$ cat src/sv/pip_pkg.sv
// Shared types for the point-in-polygon crossing test.
// No dependencies; used by the top level and the parity stage.
package pip_pkg;

  // Per-edge control: edge straddles the query height, and its y span is negative
  typedef struct packed {
    logic en;
    logic flip;
  } edge_ctl_t;

  // Control that travels down the pipeline with each vertex transaction
  typedef struct packed {
    logic      valid;
    logic      last;
    edge_ctl_t e1;
    edge_ctl_t e2;
  } stage_ctl_t;

endpackage

$ cat src/sv/pip_parity.sv
// Compare stage: decides crossings, accumulates parity, holds the result register.
// Depends on pip_pkg for the pipeline control struct.
module pip_parity #(
  parameter int W = 32
) (
  input  logic                  clk,
  input  logic                  rst,
  input  logic                  adv,
  input  pip_pkg::stage_ctl_t   ctl,
  input  logic signed [2*W+1:0] e1_lhs,
  input  logic signed [2*W+1:0] e1_rhs,
  input  logic signed [2*W+1:0] e2_lhs,
  input  logic signed [2*W+1:0] e2_rhs,
  output logic                  out_valid,
  output logic                  inside_res
);

  logic parity;
  logic cross1;
  logic cross2;
  logic parity_next;

  // A negative span flips the inequality instead of negating operands
  always_comb begin
    cross1 = ctl.e1.en & (ctl.e1.flip ? (e1_lhs >= e1_rhs) : (e1_lhs <= e1_rhs));
    cross2 = ctl.e2.en & (ctl.e2.flip ? (e2_lhs >= e2_rhs) : (e2_lhs <= e2_rhs));
    parity_next = parity ^ cross1 ^ cross2;
  end

  // Accumulate parity, clear it on the last vertex, and load the result
  always_ff @(posedge clk) begin
    if (rst) begin
      parity    <= 1'b0;
      out_valid <= 1'b0;
    end else if (adv) begin
      if (ctl.valid) begin
        parity <= ctl.last ? 1'b0 : parity_next;
      end
      out_valid <= ctl.valid & ctl.last;
    end
  end

  always_ff @(posedge clk) begin
    if (adv) begin
      inside_res <= parity_next;
    end
  end

endmodule

$ cat config.mk
export PLATFORM = sky130hd
export DESIGN_NAME = pip_parity
export DESIGN_NICKNAME = d
export VERILOG_FILES = /design/src/sv/pip_pkg.sv /design/src/sv/pip_parity.sv
export SDC_FILE = /design/constraint.sdc
export NUM_CORES = 1
export LEC_CHECK = 0
export BUFFER_PORTS_ARGS = -buffer_cell sky130_fd_sc_hd__buf_4
export CAP_MARGIN = 15
export CORE_AREA = 2 2 106 108
export DETAILED_ROUTE_END_ITERATION = 8
export DIE_AREA = 0 0 108 110
export PLACE_DENSITY = 0.7
export SLEW_MARGIN = 15
export SYNTH_ARGS = -nofsm -noshare
export SYNTH_HDL_FRONTEND = slang
export SYNTH_SLANG_ARGS = --single-unit
$ cat constraint.sdc
create_clock -name clk -period 3.42 [get_ports clk]
set_clock_uncertainty 0.15 [all_clocks]
set_input_delay 0.171 -clock clk [delete_from_list [all_inputs] [get_ports clk]]
set_output_delay 0.171 -clock clk [all_outputs]
set_load 0.05 [all_outputs]
==> metrics.txt, run 1 <==
hold path startpoint adv; Max stage delay on crit path 0.57 ns; Site Rows 38; net count after synthesis 913; CP Cell Sequence buf_4 > ha_1 > nand4_1 > nor4_1 > nand4_1 > nor2_1 > o21ai_0 > and2_1 > o211ai_2 > nand2_1 > xor2_1; Routed Antenna Nets 0; commonest non-fill, non-tap cells in the layout 274 x buf_4, 138 x inv_1, 132 x ha_1; Final HPWL DP 11.6 mm; CP startpoint e2_lhs[65]; CTS clock-pin slew for the worst setup and hold paths 0.03 ns; cts repair resizes 0; Netlist cell types 47; Synth area leaders ha_1 45%, inv_1 14%, a21oi_1 6.2%, nand4_1 3.9%, nand2_1 3.5%; WP data arrival 2.60 ns; Core Box Area 0.0107 mm^2; wire per inst 13.1 um; r2r startpoint parity; final setup TNS 0 ns; Initial DRC Count 104; hold slack 0.0351 ns; Hold Buf Count CTS 1; synthesized area per cell 7.27 um^2; post-synth top area share 44.7%; clock sinks 3; worst vdd ir 66.8 uV; HP Class in -> reg; WS Path Type in -> reg; postcts setup bufs 0; most common cell after layout, fill and taps aside buf_4; final setup violation count 0; CTS H-Tree Depth 1; dpl ws 0.356 ns; Residual DRC 0; n_diodes 0; TritonCTS buffer count 3; CP Buf/Inv Count 1; Leakage Power 3.64 nW; Power Dens Cells 133 mW/mm^2; crit-path max FO 3; Post-synth ARST share 0%; initial core utilization 34.5%; design area 0.00598 mm^2; Buffers on Ports 274; slew margin rel. 64.3%; post-synthesis instance total 508; Primary FF master, synth dfxtp_1; status finished, final reports clean; total placed cells including tap cells 922; via total after detailed routing 4463; global-route wire length before repair 18.8 mm; synth warn 0; P&R area growth vs syn 61.9%; vias in the first global route 4536; Congestion Overflow GR 0; post-synthesis sequential area ratio 1.90%; overall power 0.794 mW; setup ws final 0.611 ns; WL final 12.1 mm; clock tree buffer depth 2; most used cell, CP nand4_1; RSZ-0062 raised after global routing false; Critical Path RT 3.22 ns; clock latency on the worst-skew pair 0.22 ns; Placed Area 0.00593 mm^2; IO Pins 275; max-slew violation count 0; gr usage total 19.3%; number of synthesized flops with an enable pin 1; Vias/cell 4.81; worst slew pin tran 0.531 ns; Final period util 82.1%; Crit path max-delay family simple AND/OR/NAND/NOR gates; initial antenna violation count 0; Synth area leader ha_1; non-filler instance count after layout 927; Max Cap Viol 0; Die H 110 um; layout cell share with drive strength beyond 1 37.0%; Final #Nets 1193; Pre-Repair DR Iteration Count 4; Crit-path slowest cell nor4_1; die area 0.0119 mm^2; f_max 356 MHz; pin count of the biggest net entering global routing 7; final core utilization 55.9%; TritonCTS clock tree yes; Worst setup SP type primary input; Hold Fails Final Rpt 0; Post-Syn Area 0.00369 mm^2; GP Congestion 0.842; #FFs+latches synth 3; root buf cell clkbuf_8; die width 108 um; Final min period 2.81 ns; CP Capture Type flop
-- Yosys cell counts, types with 2 or more instances --
library cell  count
inv_1           138
nand4_2           2
nand3b_1          2
nand2b_1          4
xor2_1            2
nand2_1          34
nor4_4            3
o21ai_0          20
nor2_1           16
and4_1            2
a21oi_1          46
o221ai_1          2
nor2b_1           2
dfxtp_1           2
nand3_1          12
a211oi_1          3
nor3_1            8
a221oi_1          6
and2_1            3
or3_1             2
a21o_1           16
a221o_1           2
nor4_1            4
nand4_1          23
ha_1            132
-- report_power, final --
group	leakage, nW	switching [mW]	total (mW)	internal (mW)
clock network	0.0228	0.0237	0.103	0.0796
registers	0.0263	0.00166	0.0432	0.0416
logic	3.59	0.274	0.647	0.374
total	3.64	0.299	0.794	0.495
-- worst register-to-register path: stages, from the launching register on --
cell      delay [ns]
dfxtp_1         0.35
nand2b_1        0.17
or3_1           0.31
mux2i_1         0.25
nor4_4          0.09
xor2_1          0.14
-- worst paths after layout --
path | slack [ns] | end | cells after the start
max | 0.61 | inside_res | 11
min | 0.04 | inside_res | 1
max reg2reg | 1.68 | inside_res | 5
min reg2reg | 0.33 | out_valid | 2
-- metal layers --
| metal | up-vias | routed length [um] | global-route usage (%) |
|---|---|---|---|
| met2 | 179 | 6310 | 39.3 |
| met3 | 26 | 965 | 2.70 |
| met5 | - | 0 | 0 |
| met1 | 1923 | 4450 | 20.0 |
| met4 | 0 | 382 | 6.50 |
| li1 | 2335 | - | - |
-- cell families (layout without fill, tap and decap cells) --
group	count (synthesis)	count (layout)	share of synthesized area, %
buffers and inverters	138	417	14.0
adders and majority gates	132	132	44.7
and+or+nand+nor	120	120	18.6
AOI/OAI and AO/OA	110	110	19.4
xor gates and xnor gates	3	3	0.711
DFF	3	3	1.90
muxes	2	2	0.677
-- sequential cells by signal (all words and copies together), names as in the netlist --
name        cells
inside_res      1
out_valid       1
parity          1
-- final cells by class --
type | count | area [um^2]
clock buffers | 4 | 45.0
repair buffers | 275 | 2070
inverters | 138 | 518
fillers | 1020 | 4720
multi-input cells | 367 | 3110
flip-flops and latches | 3 | 70.1
well taps | 140 | 175
(Power assumes the default switching activity.)
==> run 2: changes to the inputs <==
clock period = 2.94 ns   (was 3.42 ns; I/O delays follow)
==> run 2 against run 1 <==
Against the previous run:
- sequential power increased by 18%
- hold slack improved by 0.036 ns
- final area increased by 1.2%
- highest routed layer unchanged
==> metrics.txt, run 2 (synthesis gave the netlist of run 1 again) <==
Hold Fails Final Rpt 0; Initial DRC Count 90; hold depth 3; Power Dens Cells 154 mW/mm^2; Die H 110 um; initial antenna violation count 0; P&R area growth vs syn 63.8%; global-route wire length before repair 18.5 mm; Largest regs inside_res (1), out_valid (1), parity (1); Combinational Power Share 81.2%; CTS clock-pin slew for the worst setup and hold paths 0.03 ns; Residual DRC 0; Site Rows 38; Worst Hold End out_valid; via total after detailed routing 4473; clock latency on the worst-skew pair 0.22 ns; initial core utilization 34.5%; Final period util 90.4%; Core Box Area 0.0107 mm^2; gr usage total 19.2%; vias in the first global route 4489; final setup TNS 0 ns; final setup violation count 0; TritonCTS clock tree yes; r2r startpoint parity; die area 0.0119 mm^2; hold path startpoint ctl[5]; setup ws final 0.283 ns; max-slew violation count 0; WL final 12.2 mm; n_diodes 0; clock sinks 3; Worst setup SP type primary input; reg2reg end inside_res; Final HPWL DP 11.6 mm; status finished, final reports clean; sequential share of power 5.4%; Final min period 2.66 ns; crit-path max FO 3; Max Cap Viol 0; Psw 0.354 mW; Congestion Overflow GR 0; HP Class in -> reg; R2R Setup Slk 1.22 ns; commonest non-fill, non-tap cells in the layout 282 x buf_4, 138 x inv_1, 132 x ha_1; worst vdd ir 96.4 uV; GP Congestion 0.838; multi-input logic area 0.00311 mm^2; Pre-Repair DR Iteration Count 4; CP Cell Sequence buf_4 > ha_1 > a21oi_1 > nand2_1 > a221oi_1 > a21oi_1 > a2111oi_4 > mux2_4 > nor4_4 > xor2_1; Crit-path slowest cell a2111oi_4; CTS H-Tree Depth 1; WS Path Type in -> reg; most used cell, CP a21oi_1; Routed Antenna Nets 0; filler instances 989; pin count of the biggest net entering global routing 7; Leakage Power 3.68 nW; clock tree buffer depth 2; dpl ws 0.0172 ns; wire per inst 13.0 um; RSZ-0062 raised after global routing false; Placed Area 0.00599 mm^2; f_max 376 MHz; part of the power in the clock network 13.4%; Buffers on Ports 274; design area 0.00605 mm^2; TritonCTS buffer count 3; sw frac 37.9%; die width 108 um; Max stage delay on crit path 0.40 ns; layout cell share with drive strength beyond 1 37.6%; slew margin rel. 64.2%; internal power 0.581 mW; most common cell after layout, fill and taps aside buf_4; WP data arrival 2.46 ns; root buf cell clkbuf_8; IO Pins 275; Critical Path RT 2.74 ns; CP Capture Type flop; Final #Nets 1202; FF/Latch Area 70.1 um^2; final core utilization 56.6%; worst slew pin tran 0.536 ns; Vias/cell 4.78; overall power 0.935 mW; cells on worst reg2reg path 5
-- run 2: cell count changes in the layout (fill, tap and decap cells not counted) --
cell / change
buf_4: +8
dlygate4sd3_1: +1
-- run 2: worst max-delay path by stage --
stage               start         end  slack (ns)
4_1_cts        e1_lhs[32]  inside_res        0.24
5_1_grt        e1_rhs[29]  inside_res        0.11
2_1_floorplan  e1_rhs[15]  inside_res        0.28
3_3_place_gp   e1_lhs[32]  inside_res        0.07
6_report       e1_lhs[32]  inside_res        0.28
3_5_place_dp   e1_lhs[32]  inside_res        0.02
-- run 2: repair_timing --
action / 4_1_cts / 5_1_grt
setup endpoints to repair: 0 / 0
hold endpoints to repair: 2 / 0
hold buffers: 2 / 0
gates resized for setup: 0 / 0
buffers inserted: 0 / 0
-- run 2: layout make-up --
cell class	instances	share of cell area (%)
multi-input cells	367	51.3
repair buffers	284	35.3
inverters	138	8.56
well taps	140	2.89
flip-flops and latches	3	1.16
clock buffers	4	0.744
-- run 2: per-stage QoR --
| step | cells | hold WS (ns) |
|---|---|---|
| 2_1_floorplan | 508 | 0.0661 |
| 3_3_place_gp | 930 | 0.181 |
| 3_5_place_dp | 930 | 0.182 |
| 4_1_cts | 936 | 0.0660 |
| 5_1_grt | 936 | 0.0800 |
| 6_report | 936 | 0.0708 |
-- run 2: layer usage --
layer / vias to the layer above / share of wire, % / global-route usage, %
li1: 2349 / - / -
met1: 1923 / 36 / 18.9
met2: 179 / 53 / 39.6
met3: 22 / 8.5 / 3.94
met4: 0 / 2.5 / 6.04
met5: - / 0 / 0
-- run 2: power groups by stage --
stage | clock, mW | sequential (mW) | combinational (mW)
floorplan | 0 | 0.0620 | 0.362
global placement | 0 | 0.0514 | 0.733
detailed placement | 0 | 0.0515 | 0.760
CTS | 0.127 | 0.0509 | 0.767
global route | 0.134 | 0.0510 | 0.858
finish | 0.125 | 0.0508 | 0.759
-- run 2: worst max-delay path: cells and delay by family --
family                   cells  cell delay (ns)
multiplexers                 1             0.35
buffers and inverters        1             0.11
adder cells (fa/ha/maj)      1             0.34
AND/OR/NAND/NOR              2             0.40
AO/OA/AOI/OAI                4             1.01
XOR/XNOR                     1             0.11
